**config.mk**
```make
export PLATFORM = sky130hd
export DESIGN_NAME = integer_set_table
export DESIGN_NICKNAME = d
export VERILOG_FILES = /design/src/rtl/ist_pkg.sv /design/src/rtl/ist_ctrl.sv /design/src/rtl/ist_datapath.sv /design/src/rtl/integer_set_table.sv
export SDC_FILE = /design/constraint.sdc
export NUM_CORES = 1
export LEC_CHECK = 0
export BUFFER_PORTS_ARGS = -buffer_cell sky130_fd_sc_hd__buf_2
export CORE_MARGIN = 5
export CORE_UTILIZATION = 45
export DETAILED_ROUTE_END_ITERATION = 6
export PLACE_DENSITY = 0.65
export SLEW_MARGIN = 10
export SYNTH_ARGS = -nofsm -noshare
export SYNTH_HDL_FRONTEND = slang
export SYNTH_SLANG_ARGS = --single-unit
```
**constraint.sdc**
```tcl
create_clock -name clock -period 6.1 [get_ports clock]
set_clock_uncertainty 0.05 [all_clocks]
set_input_delay 0.305 -clock clock [delete_from_list [all_inputs] [get_ports clock]]
set_output_delay 0.305 -clock clock [all_outputs]
set_load 0.01 [all_outputs]
```
**src/rtl/ist_pkg.sv**
```systemverilog
package ist_pkg;

   // Table size and the widths that follow from it.
   localparam int CAPACITY = 16;
   localparam int IDX_W    = (CAPACITY > 1) ? $clog2(CAPACITY) : 1;
   localparam int CNT_W    = $clog2(CAPACITY + 1);

   // Field widths of the request and response items.
   localparam int ACTION_W   = 2;
   localparam int ELEMENT_W  = 32;
   localparam int POSITION_W = 4;
   localparam int STATUS_W   = 2;
   localparam int OCC_W      = 5;

   // Bus widths.
   localparam int REQ_DATA_W = 32;
   localparam int REQ_USER_W = ACTION_W;
   localparam int RSP_DATA_W = 16;
   localparam int RSP_USER_W = 1 + STATUS_W;

   typedef logic signed [ELEMENT_W-1:0] element_type;

   typedef enum logic [ACTION_W-1:0] {
      ACT_LOOKUP = 2'd0,
      ACT_INSERT = 2'd1,
      ACT_REMOVE = 2'd2
   } action_type;

   typedef enum logic [STATUS_W-1:0] {
      ST_DONE      = 2'd0,
      ST_UNCHANGED = 2'd1,
      ST_FULL      = 2'd2
   } status_type;

   typedef enum logic [1:0] {
      S_IDLE,
      S_MATCH,
      S_UPDATE
   } state_type;

   // Commands from the controller to the datapath.
   typedef struct packed {
      logic load;
      logic match;
      logic update;
   } cmd_type;

endpackage

```
**src/rtl/ist_ctrl.sv**
```systemverilog
module ist_ctrl (
   input  logic             clock,
   input  logic             reset,
   input  logic             req_tvalid,
   output logic             req_tready,
   output logic             rsp_tvalid,
   input  logic             rsp_tready,
   output ist_pkg::cmd_type cmd
);
   import ist_pkg::*;

   state_type state_ff;
   state_type state_in;
   logic      out_valid_ff;
   logic      out_valid_in;
   logic      out_free;
   logic      accept;

   // The result register can take a new item when empty or being drained.
   assign out_free   = !out_valid_ff || rsp_tready;
   assign rsp_tvalid = out_valid_ff;

   // Next state and commands.
   always_comb begin
      state_in     = state_ff;
      req_tready   = 1'b0;
      cmd          = '0;
      out_valid_in = out_valid_ff && !rsp_tready;
      case (state_ff)
         S_IDLE: begin
            req_tready = 1'b1;
         end
         S_MATCH: begin
            cmd.match = 1'b1;
            state_in  = S_UPDATE;
         end
         S_UPDATE: begin
            if (out_free) begin
               cmd.update   = 1'b1;
               out_valid_in = 1'b1;
               req_tready   = 1'b1;
               state_in     = S_IDLE;
            end
         end
         default: begin
            state_in = S_IDLE;
         end
      endcase
      accept   = req_tvalid && req_tready;
      cmd.load = accept;
      if (accept) begin
         state_in = S_MATCH;
      end
   end

   // State and result-valid registers.
   always_ff @(posedge clock) begin
      if (reset) begin
         state_ff     <= S_IDLE;
         out_valid_ff <= 1'b0;
      end else begin
         state_ff     <= state_in;
         out_valid_ff <= out_valid_in;
      end
   end

endmodule

```
**src/rtl/ist_datapath.sv**
```systemverilog
module ist_datapath (
   input  logic                        clock,
   input  logic                        reset,
   input  ist_pkg::cmd_type            cmd,
   input  logic [ist_pkg::ACTION_W-1:0] req_action,
   input  ist_pkg::element_type        req_element,
   output logic                        rsp_found,
   output logic [ist_pkg::POSITION_W-1:0] rsp_position,
   output ist_pkg::status_type         rsp_status,
   output logic [ist_pkg::OCC_W-1:0]   rsp_occupancy
);
   import ist_pkg::*;

   logic [ACTION_W-1:0] action_ff;
   element_type         element_ff;
   logic [CAPACITY-1:0] match_ff;
   logic [CAPACITY-1:0] match_in;
   element_type         entries_ff [CAPACITY];
   element_type         entries_in [CAPACITY];
   logic [CNT_W-1:0]    count_ff;
   logic [CNT_W-1:0]    count_in;

   logic                found_ff;
   logic [POSITION_W-1:0] position_ff;
   status_type          status_ff;
   logic [OCC_W-1:0]    occ_ff;

   logic                hit;
   logic [IDX_W-1:0]    pos;
   logic [CAPACITY-1:0] past_hit;
   logic                ins_ok;
   logic                do_remove;
   status_type          status_in;

   // Compare every live entry with the request in parallel.
   always_comb begin
      for (int i = 0; i < CAPACITY; i++) begin
         match_in[i] = (CNT_W'(i) < count_ff) && (entries_ff[i] == element_ff);
      end
   end

   // Lowest matching index and the run of entries at or above it.
   always_comb begin
      hit = |match_ff;
      pos = '0;
      for (int i = CAPACITY - 1; i >= 0; i--) begin
         if (match_ff[i]) begin
            pos = IDX_W'(i);
         end
      end
      past_hit[0] = match_ff[0];
      for (int i = 1; i < CAPACITY; i++) begin
         past_hit[i] = past_hit[i-1] || match_ff[i];
      end
   end

   // Decide the update from the action and the lookup result.
   always_comb begin
      ins_ok    = 1'b0;
      do_remove = 1'b0;
      status_in = ST_DONE;
      count_in  = count_ff;
      case (action_ff)
         ACT_INSERT: begin
            if (hit) begin
               status_in = ST_UNCHANGED;
            end else if (count_ff >= CNT_W'(CAPACITY)) begin
               status_in = ST_FULL;
            end else begin
               ins_ok   = 1'b1;
               count_in = count_ff + 1'b1;
            end
         end
         ACT_REMOVE: begin
            if (!hit) begin
               status_in = ST_UNCHANGED;
            end else begin
               do_remove = 1'b1;
               count_in  = count_ff - 1'b1;
            end
         end
         default: begin
            status_in = ST_DONE;
         end
      endcase
   end

   // Next table contents: append at the tail or close the gap of a removal.
   always_comb begin
      for (int i = 0; i < CAPACITY; i++) begin
         entries_in[i] = entries_ff[i];
         if (ins_ok && (count_ff == CNT_W'(i))) begin
            entries_in[i] = element_ff;
         end
      end
      for (int i = 0; i < CAPACITY - 1; i++) begin
         if (do_remove && past_hit[i] && (CNT_W'(i + 1) < count_ff)) begin
            entries_in[i] = entries_ff[i+1];
         end
      end
   end

   // Live count.
   always_ff @(posedge clock) begin
      if (reset) begin
         count_ff <= '0;
      end else if (cmd.update) begin
         count_ff <= count_in;
      end
   end

   // Request, match and table registers.
   always_ff @(posedge clock) begin
      if (cmd.load) begin
         action_ff  <= req_action;
         element_ff <= req_element;
      end
      if (cmd.match) begin
         match_ff <= match_in;
      end
      if (cmd.update) begin
         entries_ff <= entries_in;
      end
   end

   // Result register.
   always_ff @(posedge clock) begin
      if (cmd.update) begin
         found_ff    <= hit;
         position_ff <= POSITION_W'(pos);
         status_ff   <= status_in;
         occ_ff      <= OCC_W'(count_in);
      end
   end

   assign rsp_found     = found_ff;
   assign rsp_position  = position_ff;
   assign rsp_status    = status_ff;
   assign rsp_occupancy = occ_ff;

endmodule

```
**src/rtl/integer_set_table.sv**
```systemverilog
// Flow: an accepted request item is registered, the match state registers the parallel
// compare across the register table, and the update state inserts into or shifts that
// table and writes the result, waiting while an earlier result is stalled. A new request
// is taken in the idle state or as the update state completes, never during the compare.
// Reset: the live count clears and no result is pending; table entries hold no value
// until written.
module integer_set_table (
   input  logic                            clock,
   input  logic                            reset,
   input  logic                            req_tvalid,
   output logic                            req_tready,
   input  logic [ist_pkg::REQ_DATA_W-1:0]  req_tdata,   // [31:0] element
   input  logic [ist_pkg::REQ_USER_W-1:0]  req_tuser,   // [1:0] action
   output logic                            rsp_tvalid,
   input  logic                            rsp_tready,
   output logic [ist_pkg::RSP_DATA_W-1:0]  rsp_tdata,   // [3:0] position, [8:4] occupancy
   output logic [ist_pkg::RSP_USER_W-1:0]  rsp_tuser    // [0] found, [2:1] status
);
   import ist_pkg::*;

   cmd_type               cmd;
   logic                  found;
   logic [POSITION_W-1:0] position;
   status_type            status;
   logic [OCC_W-1:0]      occupancy;

   ist_ctrl u_ctrl (
      .clock      (clock),
      .reset      (reset),
      .req_tvalid (req_tvalid),
      .req_tready (req_tready),
      .rsp_tvalid (rsp_tvalid),
      .rsp_tready (rsp_tready),
      .cmd        (cmd)
   );

   ist_datapath u_datapath (
      .clock         (clock),
      .reset         (reset),
      .cmd           (cmd),
      .req_action    (req_tuser[ACTION_W-1:0]),
      .req_element   (element_type'(req_tdata[ELEMENT_W-1:0])),
      .rsp_found     (found),
      .rsp_position  (position),
      .rsp_status    (status),
      .rsp_occupancy (occupancy)
   );

   // Pack the result item onto the bus.
   assign rsp_tdata = {{(RSP_DATA_W - POSITION_W - OCC_W){1'b0}}, occupancy, position};
   assign rsp_tuser = {status, found};

endmodule

```
==> impl_metrics.tcl <==
set metrics [dict create \
    dieArea_um2 73100 \
    worst_pin_slew_ns 1.25 \
    arrival_ns 4.15 \
    rsz0062_at_grt "no" \
    cts_tree "yes" \
    cts_hold_buf 37 \
    critPathLaunch "u_datapath.count_ff[1]$_SDFFE_PP0P_" \
    setup_ws_ns 2.14 \
    rows 95 \
    via_per_inst 5.77 \
    clock_latency_ns 0.64 \
    place.detailed.hpwl_um 56300 \
    core-area_um2 67200 \
    cp-start-kind "flip-flop" \
    grt_pass1_wl_um 123000 \
    htree_num_levels 2 \
    wire_per_inst_um 27.0 \
    numCtsBuffers 61 \
    synthesis.area_um2 30500 \
    setup_viol 0 \
    ys_seq_area_share_pct 57.1 \
    clk_pin_slew_ns 0.06 \
    period_share_pct 64.9 \
    die_w_um 270 \
    synth_edf_count 574 \
    grt_usage_pct 22.3 \
    antenna_found_initial 1 \
    portBuffers 51 \
    r2r_start "u_datapath.count_ff[1]$_SDFFE_PP0P_" \
    drc 0 \
    grt_max_degree 36 \
    drv_cap 0 \
    yosysTopAreaCell "edfxtp_1" \
    syn-instance-count 2162 \
    syn_avg_cell_area_um2 14.1 \
    cp_cell_sequence "inv_1 > ha_1 > o21ai_0 > nand3_2 > a21oi_4" \
    clkSinkCount 582 \
    yosysMostFrequentCell "edfxtp_1" \
    drt_wl_total_um 83800 \
    crit_type "reg2reg" \
    peakVddDrop_uv 253 \
    drive_gt1_share_pct 32.1 \
    hp-class "in2reg" \
    slew_headroom_pct 16.6 \
    timing.setup.tns_ns 0 \
    drtAntennaViolNets 0 \
    die_h_um 270 \
    cts_buffer_depth 3 \
    slew_viol_final 0 \
    grt_pass1_vias 18236 \
    synth-async-reset-ratio_pct 0 \
    vias 17885 \
    power.leakage_nw 11.0 \
    status "finished clean" \
    pre_cts_slack_ns 2.16 \
    nNetsFinal 2225 \
    drt_iter0_markers 1664 \
    grt-ovfl-total 0 \
    post_cts_resized 0 \
    hold_viol 0 \
    synth.top_cell.area_share_pct 56.5 \
    synthTopCellsByCount "edfxtp_1, mux2_2, xor2_1" \
    critPathCaptureType "flip-flop" \
    worstPathMaxFanout 33 \
    crit_slowest_cell "a21oi_4" \
    synthFlopType "edfxtp_1" \
    gp_congestion 0.889 \
    start_util_pct 45.4 \
    fmax_ghz 0.253 \
    area_growth_pct 11.4 \
    required_ns 6.29 \
    yosys-top-cells-area "edfxtp_1, mux2_2, xor2_1, xnor2_1, nor4_1" \
    post-cts-setup-buffers 0 \
    final_util_pct 50.6 \
    yosysWarnings 0 \
    power_density_nw_per_um2 258 \
    min-delay-start "req_tdata[5]" \
    synth.distinct_cells 59 \
    finalWorstPathRequiredPeriod_ns 3.96 \
    drt_pass1_iterations 5 \
    ys_seq_elements 582 \
    pin_count 59 \
    timing.critical_path.slowest_cell_delay_ns 1.14 \
    cts_root_buffer "clkbuf_16" \
]
critical path, delay by kind of cell (launching register included):
kind	cells	cell delay [ns]
buf+inv	1	0.32
compound gates	2	1.41
simple gates	1	0.74
flops	1	0.73
fa+ha+maj	1	0.27
placed cells by master, fill, tap and decap left out, drive strengths merged, types with 6 or more instances in the layout:
cell type,count
inv,13
o21ai,7
xor2,321
nor3,15
nor2b,6
nand4,62
dlygate4sd3,37
conb,7
ha,7
dfxtp,8
nand2,18
xnor2,191
buf,118
clkinv,18
nor2,33
a31oi,7
edfxtp,574
nor4,98
nand3,15
a21oi,21
and3,13
clkbuf,87
mux2,481
cell type report:
type,count,area (um2)
Multi-Input combinational cell,1368,12400
Timing Repair Buffer,155,1140
Sequential cell,582,17400
Inverter,12,45.0
Clock buffer,87,1700
Fill cell,5629,33200
Antenna cell,1,2.50
Clock inverter,23,189
Tap cell,873,1090
flip-flops by register name (all words and copies together) (netlist names):
name,flops
u_datapath.entries_ff,512
u_datapath.match_ff,16
u_datapath.rsp_occupancy,5
u_ctrl.rsp_tvalid,1
u_datapath.count_ff,5
u_ctrl.state_ff,2
u_datapath.rsp_status,2
u_datapath.element_ff,32
u_datapath.rsp_found,1
u_datapath.rsp_position,4
u_datapath.action_ff,2
per-stage QoR:
stage	total power (W)	instances	hold WS (ns)	area, um2
final	0.00875	3101	0.324	33900
after global routing	0.00903	3100	0.316	33900
after CTS	0.00882	3100	0.286	33900
after detailed placement	0.00522	2953	0.433	31700
after global placement	0.00521	2953	0.420	31700
after floorplan	0.00500	2168	0.324	30500
cell families (layout without fill, tap and decap cells):
kind of cell,Yosys count,in the layout,synth area share [%]
other cells,1,8,0.0123
flops,582,582,57.1
buf+inv,218,277,2.93
simple gates,287,287,5.48
fa+ha+maj,7,7,0.287
compound gates,74,74,1.74
xor+xnor,512,512,14.7
mux,481,481,17.8
final timing paths:
kind,cells after the start,to,slack [ns]
setup / recovery,5,u_datapath.entries_ff[485]$_DFFE_PP_,2.14
hold / removal,2,u_datapath.element_ff[5]$_DFFE_PP_,0.32
setup reg to reg,5,u_datapath.entries_ff[485]$_DFFE_PP_,2.14
hold reg to reg,1,u_ctrl.state_ff[1]$_SDFFE_PP0P_,0.46
where the power goes:
part	leakage, nW	switching [W]	internal [W]	total (W)
sequential	5.25	0.0000293	0.00443	0.00446
clock	0.927	0.00154	0.00205	0.00359
combinational	4.85	0.000402	0.000305	0.000707
metal layers:
metal | vias to the layer above | wire length (um) | track usage (%)
met5 | - | 0 | 0
met4 | 0 | 2410 | 6.40
met3 | 141 | 4990 | 3.14
met2 | 645 | 39600 | 36.4
met1 | 9083 | 36800 | 31.3
li1 | 8016 | - | -
Note: power is estimated with default switching activity, not from simulation.
